==> config.mk <==
export PLATFORM = sky130hd
export DESIGN_NAME = bps_ctrl
export DESIGN_NICKNAME = d
export VERILOG_FILES = /design/src/hw/rtl/bps_pkg.sv /design/src/hw/rtl/bps_ctrl.sv
export SDC_FILE = /design/constraint.sdc
export NUM_CORES = 1
export LEC_CHECK = 0
export BUFFER_PORTS_ARGS = -buffer_cell sky130_fd_sc_hd__buf_2
export CAP_MARGIN = 40
export CORE_AREA = 2 2 39 41
export DETAILED_ROUTE_END_ITERATION = 8
export DIE_AREA = 0 0 41 43
export PLACE_DENSITY = 0.48
export SLEW_MARGIN = 20
export SYNTH_ARGS = -nofsm -noshare
export SYNTH_HDL_FRONTEND = slang
export SYNTH_SLANG_ARGS = --single-unit
==> constraint.sdc <==
create_clock -name clk_i -period 1.7 [get_ports clk_i]
set_input_delay 0.085 -clock clk_i [delete_from_list [all_inputs] [get_ports clk_i]]
set_output_delay 0.085 -clock clk_i [all_outputs]
set_load 0.05 [all_outputs]
==> src/hw/rtl/bps_pkg.sv <==
// Shared types, codes and defaults for the beacon payload scheduler.
`timescale 1ns / 1ps
package bps_pkg;

  localparam int NumClientsDef      = 8;
  localparam int QueueDepthDef      = 16;
  localparam int BeaconHdrBytesDef  = 16;
  localparam int PayloadHdrBytesDef = 4;

  localparam logic [15:0] MaxPacketReset = 16'd1024;

  localparam logic [2:0] OpRegister   = 3'd0;
  localparam logic [2:0] OpDeregister = 3'd1;
  localparam logic [2:0] OpEnqueue    = 3'd2;
  localparam logic [2:0] OpClear      = 3'd3;
  localparam logic [2:0] OpQuery      = 3'd4;
  localparam logic [2:0] OpGenerate   = 3'd5;

  localparam logic [2:0] StOk          = 3'd0;
  localparam logic [2:0] StAlreadyReg  = 3'd1;
  localparam logic [2:0] StBadPayload  = 3'd2;
  localparam logic [2:0] StBadQueue    = 3'd3;
  localparam logic [2:0] StUnknown     = 3'd4;
  localparam logic [2:0] StTooLarge    = 3'd5;
  localparam logic [2:0] StEmpty       = 3'd6;

  localparam logic [1:0] ModeOnce     = 2'd0;
  localparam logic [1:0] ModeDropHead = 2'd3;

  // commands from controller to datapath
  typedef struct packed {
    logic accept;
    logic exec;
    logic gen_rd;
    logic gen_commit;
    logic gen_fin;
  } cmd_t;

  // status from datapath to controller
  typedef struct packed {
    logic in_gen;
    logic in_bad;
    logic out_free;
    logic ev_ok;
    logic last_client;
  } sts_t;

endpackage

==> src/hw/rtl/bps_ctrl.sv <==
// Controller state machine of the beacon payload scheduler.
`timescale 1ns / 1ps
module bps_ctrl (
  input  logic          clk_i,
  input  logic          rst_ni,
  input  logic          in_valid_i,
  output logic          in_ready_o,
  input  bps_pkg::sts_t sts_i,
  output bps_pkg::cmd_t cmd_o
);
  import bps_pkg::*;

  typedef enum logic [4:0] {
    S_IDLE   = 5'b00001,
    S_EXEC   = 5'b00010,
    S_GEN_RD = 5'b00100,
    S_GEN_EV = 5'b01000,
    S_GEN_FN = 5'b10000
  } state_e;

  state_e state_q, state_d;

  assign in_ready_o = (state_q == S_IDLE);

  always_comb begin
    state_d = state_q;
    cmd_o   = '0;
    case (state_q)
      S_IDLE: begin
        if (in_valid_i) begin
          cmd_o.accept = 1'b1;
          if (sts_i.in_bad) state_d = S_IDLE;
          else if (sts_i.in_gen) state_d = S_GEN_RD;
          else state_d = S_EXEC;
        end
      end
      S_EXEC: begin
        if (sts_i.out_free) begin
          cmd_o.exec = 1'b1;
          state_d    = S_IDLE;
        end
      end
      S_GEN_RD: begin
        cmd_o.gen_rd = 1'b1;
        state_d      = S_GEN_EV;
      end
      S_GEN_EV: begin
        if (sts_i.ev_ok) begin
          cmd_o.gen_commit = 1'b1;
          state_d = sts_i.last_client ? S_GEN_FN : S_GEN_RD;
        end
      end
      S_GEN_FN: begin
        if (sts_i.out_free) begin
          cmd_o.gen_fin = 1'b1;
          state_d       = S_IDLE;
        end
      end
      default: state_d = S_IDLE;
    endcase
  end

  always_ff @(posedge clk_i or negedge rst_ni) begin
    if (!rst_ni) state_q <= S_IDLE;
    else state_q <= state_d;
  end

  // a result stage only runs when the output register can take it
  a_exec_free: assert property (@(posedge clk_i) disable iff (!rst_ni)
    cmd_o.exec |-> sts_i.out_free) else $error("exec without free output");
  a_fin_free: assert property (@(posedge clk_i) disable iff (!rst_ni)
    cmd_o.gen_fin |-> sts_i.out_free) else $error("finish without free output");
  a_rd_then_ev: assert property (@(posedge clk_i) disable iff (!rst_ni)
    cmd_o.gen_rd |=> (state_q == S_GEN_EV)) else $error("walk read not followed by eval");

endmodule

## Word-level counts from Yosys, hierarchy flattened

Cells that the tools add are included.

| operators by class | value |
|---|---|
| multiplexer cells | 15 |
| reduce and logical (&&, ||, !) cells | 2 |
| equal/unequal tests | 8 |

Operators by type and width:

| cell | number |
|---|---|
| 2-to-1 mux 5 bit | 5 |
| case mux 5 bit (4 select lines) | 1 |
| 2-to-1 mux 1 bit | 8 |
| == test 5 x 1 -> 1 bit, second input constant | 1 |
| == test 5 x 2 -> 1 bit, second input constant | 1 |
| == test 5 x 3 -> 1 bit, second input constant | 1 |
| == test 5 x 4 -> 1 bit, second input constant | 1 |
| == test 5 bit, second input constant | 1 |
| != test 2 bit, second input constant | 2 |
| 2-to-1 mux 3 bit | 1 |
| AND reduction 3 bit | 1 |
| != test 2 x 1 -> 1 bit, second input constant | 1 |
| OR reduction 2 bit | 1 |

| word-level totals | value |
|---|---|
| output and inout bits | 6 |
| flip-flop bits (word level) | 5 |
| word-level logic and storage cells | 26 |
| input port bits | 8 |

## Depth between registers and ports, before layout

Gate-level depths: netlist (run 1).

| logic depth | value |
|---|---|
| depth in word-level cells | 4 |
| gate-level depth with buffers | 5 |
| mapped depth without buffers | 4 |

## Worst setup path before layout (run 1)

No wires, ideal clock.

| timing | value |
|---|---|
| path type | register to output |
| start point | register state_q[3] |
| end point | output cmd_o[0] (netlist bit) |
| stages on the path, launching flop included | 4 |
| data arrival time | 2.292 ns |
| slack | -0.677 ns |
| buffers on the path | 0 |
| cells stage by stage | dfrtp_1 > nor2_1 > nand2_1 > nor4b_1 |

RTL lines:

| what | RTL line | source |
|---|---|---|
| start: declaration | bps_ctrl.sv:21 | `state_e state_q, state_d;` |
| start signal: assignment | bps_ctrl.sv:65 | `else state_q <= state_d;` |
| end: declaration | bps_ctrl.sv:9 | `output bps_pkg::cmd_t cmd_o` |

==> results.tsv, run 1 <==
stage	metric	value	unit
die	fp-row-count	14	
finish	fin_util	0.355	
global_routing	antenna_found_initial	0	
finish	reg_top3	state_q: 5 flops	
global_routing	grt_pass1_wl	1390	um
yosys	syn_nets	47	
cts	clkLatencyLatePin	250	ps
critical_path	worstRegToRegCells	4	
route	wl_per_cell	12.2	um
sta	fin_crit	1620	ps
route	drc	0	
cts	cts_inserted_buffers	3	
critical_path	cp.arrival	1540	ps
critical_path	r2r-start	state_q[1]$_DFFE_PN0P_	
critical_path	worst_setup_path_start_kind	flop	
yosys	synthDistinctLibCells	25	
placed_design	port_buffers	13	
critical_path	regToRegSetupSlack	280	ps
yosys	syn_inst	39	
critical_path	critPathLaunch	state_q[1]$_DFFE_PN0P_	
yosys	ys_seq_area_frac	0.358	
finish	drive_gt1_frac	0.429	
cts	cts_setup_buffers	0	
critical_path	critPathRequiredTime	1620	ps
die	core_area	1380	um^2
finish	regMostFlops	state_q	
critical_path	crit_type	flop to output pin	
cts	clkTransAtPathRegs	50	ps
die	die_w	41	um
cts	cts_tree	built	
critical_path	critPathMaxFanout	5	
yosys	synthesis.area	353	um^2
cts	cts-root-buf	clkbuf_4	
critical_path	reg2reg_to	state_q[2]$_DFFE_PN0P_	
critical_path	cpMaxStageDelayCell	or3_4	
die	num_io_pins	14	
pwr	p_int	315	uW
sta	drv_slew	0	
route	finalWirelength	877	um
critical_path	critPathBufInv	1	
critical_path	path_cells	or3_4 > nor2_2 > clkbuf_4	
route	drt_iter0_markers	4	
cts	clock_sinks	5	
critical_path	path_delay_family	simple AND/OR/NAND/NOR gates	
placed_design	postPlaceCellArea	442	um^2
critical_path	end_kind	output pin	
critical_path	crit_cells	3	
finish	fill_cells	155	
global_routing	grt_use_total	0.117	
pwr	ir_worst_vdd	0.000459	V
finish	area_growth	39.4	%
run	max_cap_viol_count	0	
global_routing	overflow	0	
finish	diodes	0	
pwr	pwr-share-comb	0.437	
finish	largest_reg_flops	5	
sta	relSlewSlack	0.740	
critical_path	critPathMaxStageDelay	460	ps
sta	hold_violations	0	
sta	finalSetupViolations	0	
hold_path	hold_path.class	primary input to flop	
sta	post-route-period-util	0.955	
pwr	power_leakage	0.000230	uW
sta	worst_slew_pin_slew	385	ps
yosys	yosys_warnings	0	
finish	nNetsFinal	65	
sta	rsz0062_at_grt	false	
global_routing	grt_pass1_vias	327	
die	start_util	0.255	
pwr	clockPowerShare	0.252	
finish	design_area	492	um^2
die	die_y	43	um
route	vias	355	
sta	fmax	616	MHz
sta	fin_setup_tns	0	ps
yosys	synth.avg_cell_area	9.05	um^2
route	ant_nets	0	
cts	htreeDepth	1	
critical_path	endpoint	cmd_o[2]	
outcome	status	completed	
cts	clockBufferDepth	2	
die	die-area	1760	um^2
placed_design	gp_congestion	0.793	
sta	fin_skew	4.97	ps
yosys	ys_ff_latch	5	
pwr	cellPowerDensity	1170	nW/um^2
pwr	swShare	0.451	
pwr	seq_power_share	0.310	
placed_design	dpl.hpwl	691	um
pwr	p_switching	259	uW
hold_path	hold_depth	2	
route	routed_via_density	4.93	
route	dr.pass1.iters	3	
global_routing	grt_max_degree	10	
logic make-up after synthesis:
group / Yosys count / synth area share
compound gates: 9 / 0.202
xor+xnor: 1 / 0.0248
buf+inv: 3 / 0.0532
flops: 5 / 0.358
simple gates: 21 / 0.362
worst min path at each step:
stage / startpoint / to / slack, ps
finish: in_valid_i / state_q[0]$_DFFE_PN1P_ / 30
global route: in_valid_i / state_q[0]$_DFFE_PN1P_ / 40
CTS: in_valid_i / state_q[0]$_DFFE_PN1P_ / 20
detailed placement: rst_ni / state_q[1]$_DFFE_PN0P_ / -100
global placement: rst_ni / state_q[3]$_DFFE_PN0P_ / -90
floorplan: rst_ni / state_q[1]$_DFFE_PN0P_ / -210
cells in the mapped netlist (all sizes together):
library cell  n  area (um^2)
nor2          6         25.0
nand2b        2         12.5
nor2b         1         6.26
a21o          1         7.51
nand4         2         12.5
nand2         2         7.51
and2          1         6.26
nor4b         3         26.3
nand3         1         5.00
xnor2         1         8.76
o21ai         1         5.00
dfstp         1         26.3
o211a         1         10.0
inv           2         7.51
nor3          2         15.0
dfrtp         4          100
buf           1         11.3
or3           1         11.3
o2bb2ai       1         8.76
o41ai         1         8.76
o31ai         1         12.5
a21oi         2         10.0
a22o          1         8.76
final cells by class:
type	count	area (um^2)	area share
Multi-Input combinational cell	31	225	0.458
Sequential cell	5	126	0.257
Clock buffer	4	26.3	0.0534
Inverter	2	7.51	0.0153
Tap cell	16	20.0	0.0407
Timing Repair Buffer	14	86.3	0.176
layer usage:
metal  track usage  wire (um)  share of wire
met1         0.152        398           0.45
met2         0.172        414           0.47
met3        0.0157         44          0.050
met4        0.0800         20          0.023
met5             0          0              0
worst reg2reg max path: cells and delay by family, from the launching register on:
kind               cells  cell delay (ps)
DFF                    1              440
and+or+nand+nor        2              610
AOI/OAI and AO/OA      2              250
stage by stage:
step / hold WS (ps) / instances / power, uW / worst slack, ps
after floorplan: -211 / 39 / 387 / 6.33
after global placement: -94.5 / 67 / 432 / 265
after detailed placement: -96.1 / 67 / 427 / 275
after CTS: 24.2 / 72 / 579 / 2.65
after global routing: 36.9 / 72 / 613 / 2.55
final: 30.1 / 72 / 574 / 75.8
what timing repair did:
item | 4_1_cts | 5_1_grt
hold buffers | 1 | 0
endpoints found under the hold margin | 5 | 0
endpoints found under the setup margin | 0 | 4
resized for setup | 0 | 6
power by group through the flow:
stage / registers (uW) / clock network, uW / logic (uW)
global placement: 181 / 0 / 252
detailed placement: 178 / 0 / 248
CTS: 177 / 151 / 251
global route: 185 / 158 / 271
finish: 178 / 145 / 251
floorplan: 158 / 0 / 229
cells in the final DEF (no fill, tap or decap), types with 2 or more instances in the layout:
cell type	instances
nor2_2	3
nor2_1	3
clkbuf_4	5
a21oi_1	2
nor4b_1	2
nand4_1	2
inv_1	2
nand2b_1	2
nand2_1	2
buf_2	10
dfrtp_1	4
(Power assumes the default switching activity.)
==> inputs of run 2 (changes only) <==
--- a/config.mk
+++ b/config.mk
@@ -5,12 +5,15 @@
 export SDC_FILE = /design/constraint.sdc
 export NUM_CORES = 1
 export LEC_CHECK = 0
+export ABC_CLOCK_PERIOD_IN_PS = 1700
 export BUFFER_PORTS_ARGS = -buffer_cell sky130_fd_sc_hd__buf_2
 export CAP_MARGIN = 40
 export CORE_AREA = 2 2 39 41
 export DETAILED_ROUTE_END_ITERATION = 8
 export DIE_AREA = 0 0 41 43
 export PLACE_DENSITY = 0.48
+export REMOVE_ABC_BUFFERS = 1
+export SETUP_SLACK_MARGIN = 0.1
 export SLEW_MARGIN = 20
 export SYNTH_ARGS = -nofsm -noshare
 export SYNTH_HDL_FRONTEND = slang
==> results.tsv, run 2 (synthesized netlist as in run 1, its figures left out) <==
stage	metric	value	unit
placed_design	dpl.hpwl	655	um
sta	fmax	623	MHz
critical_path	end_kind	output pin	
cts	clock_sinks	5	
route	vias	353	
sta	fin_skew	2.53	ps
pwr	ir_worst_vdd	0.000448	V
finish	reg_top3	state_q: 5 flops	
global_routing	grt_pass1_wl	1210	um
finish	drive_gt1_frac	0.491	
sta	fin_setup_tns	0	ps
route	drt_iter0_markers	3	
critical_path	cp.arrival	1520	ps
cts	cts-root-buf	clkbuf_4	
die	num_io_pins	14	
global_routing	antenna_found_initial	0	
cts	clkLatencyLatePin	240	ps
critical_path	critPathMaxStageDelay	440	ps
pwr	p_int	322	uW
pwr	pwr-share-comb	0.449	
critical_path	worst_setup_path_start_kind	flop	
critical_path	critPathRequiredTime	1620	ps
finish	largest_reg_flops	5	
placed_design	gp_congestion	0.716	
die	fp-row-count	14	
finish	area_growth	44.7	%
sta	hold_violations	0	
route	finalWirelength	820	um
sta	rsz0062_at_grt	true	
pwr	power_leakage	0.000235	uW
pwr	p_switching	252	uW
run	max_cap_viol_count	0	
finish	final_cell_mix	9 x buf_2, 4 x nor2_2, 4 x clkbuf_4	
sta	fin_crit	1610	ps
cts	cts_inserted_buffers	3	
sta	post-route-period-util	0.945	
finish	regMostFlops	state_q	
route	drc	0	
die	die-area	1760	um^2
placed_design	port_buffers	13	
sta	drv_slew	0	
hold_path	hold_path.class	primary input to flop	
critical_path	path_cells	or3_4 > nor3_4 > buf_6	
die	core_area	1380	um^2
die	die_y	43	um
pwr	cellPowerDensity	1120	nW/um^2
pwr	seq_power_share	0.313	
sta	relSlewSlack	0.733	
cts	cts_tree	built	
pwr	swShare	0.440	
global_routing	grt_max_degree	10	
route	dr.pass1.iters	2	
global_routing	grt_pass1_vias	317	
finish	layout_commonest_cell	buf_2	
sta	setup_ws	93.8	ps
pwr	total_power	574	uW
die	start_util	0.255	
sta	finalSetupViolations	0	
cts	clkTransAtPathRegs	40	ps
placed_design	pre_cts_slack	270	ps
critical_path	critPathMaxFanout	5	
finish	diodes	0	
die	die_w	41	um
finish	nNetsFinal	66	
global_routing	overflow	0	
cts	clockBufferDepth	2	
global_routing	grt_use_total	0.105	
outcome	status	completed	
pwr	clockPowerShare	0.237	
route	ant_nets	0	
finish	fill_cells	159	
route	routed_via_density	4.84	
critical_path	crit_type	flop to output pin	
critical_path	critPathBufInv	1	
route	wl_per_cell	11.2	um
sta	worst_slew_pin_slew	396	ps
cts	htreeDepth	1	
critical_path	cpMaxStageDelayCell	dfrtp_2	
critical_path	path_delay_family	simple AND/OR/NAND/NOR gates	
-- run 2: cell types whose count changed in the layout (fill, tap and decap cells not counted), sizes merged --
cell	before	now
clkbuf	6	5
buf	11	13
-- run 2: repair_timing --
action | CTS | global route
pin swaps | 0 | 2
setup buffers | 0 | 1
hold endpoints to repair | 5 | 0
gates resized for setup | 3 | 10
hold buffers | 1 | 0
setup endpoints to repair | 4 | 5
-- run 2: cell type report --
type                       count  area (um^2)  share of cell area
sequential                     5          129               0.252
inverter                       2         7.51              0.0147
tap                           16         20.0              0.0392
clock buffer                   4         26.3              0.0515
timing repair buffer          15          100               0.196
multi-input combinational     31          228               0.446
-- run 2: metal layers --
layer	share of wire	up-vias	global-route usage	routed length, um
li1	-	182	-	-
met1	0.41	161	0.114	334
met2	0.53	8	0.153	432
met3	0.044	2	0.0314	36
met4	0.021	0	0.0933	17
met5	0	-	0	0
-- run 2: power groups by stage --
stage	sequential, uW	combinational [uW]	clock [uW]
floorplan	169	189	0
global placement	178	246	0
detailed placement	176	240	0
CTS	175	244	142
global route	184	279	155
finish	180	258	136
-- run 2: metrics by stage --
stage	hold WS (ps)	instance area [um^2]	std cells	util
floorplan	-211	342	38	-
global placement	-93.2	427	67	0.308
detailed placement	-96.3	427	67	0.308
CTS	45.0	470	72	0.340
global route	44.7	510	73	0.369
finish	46.0	510	73	0.369
-- run 2: worst reg2reg max path, cell delays in order (launching register included) --
cell	delay (ps)
dfrtp_2	440
or3_4	430
nor3_4	230
buf_4	140
a22o_1	120
-- run 2: final timing paths --
kind	from	to	slack (ps)	cells after the start
worst max-delay path	state_q[1]$_DFFE_PN0P_	cmd_o[1]	90	3
worst min-delay path	in_valid_i	state_q[0]$_DFFE_PN1P_	50	2
worst max register to register	state_q[1]$_DFFE_PN0P_	state_q[4]$_DFFE_PN0P_	280	4
worst min register to register	state_q[3]$_DFFE_PN0P_	state_q[1]$_DFFE_PN0P_	550	1
max in group asynchronous	rst_ni	state_q[0]$_DFFE_PN1P_	1310	2
min in group asynchronous	rst_ni	state_q[2]$_DFFE_PN0P_	180	2
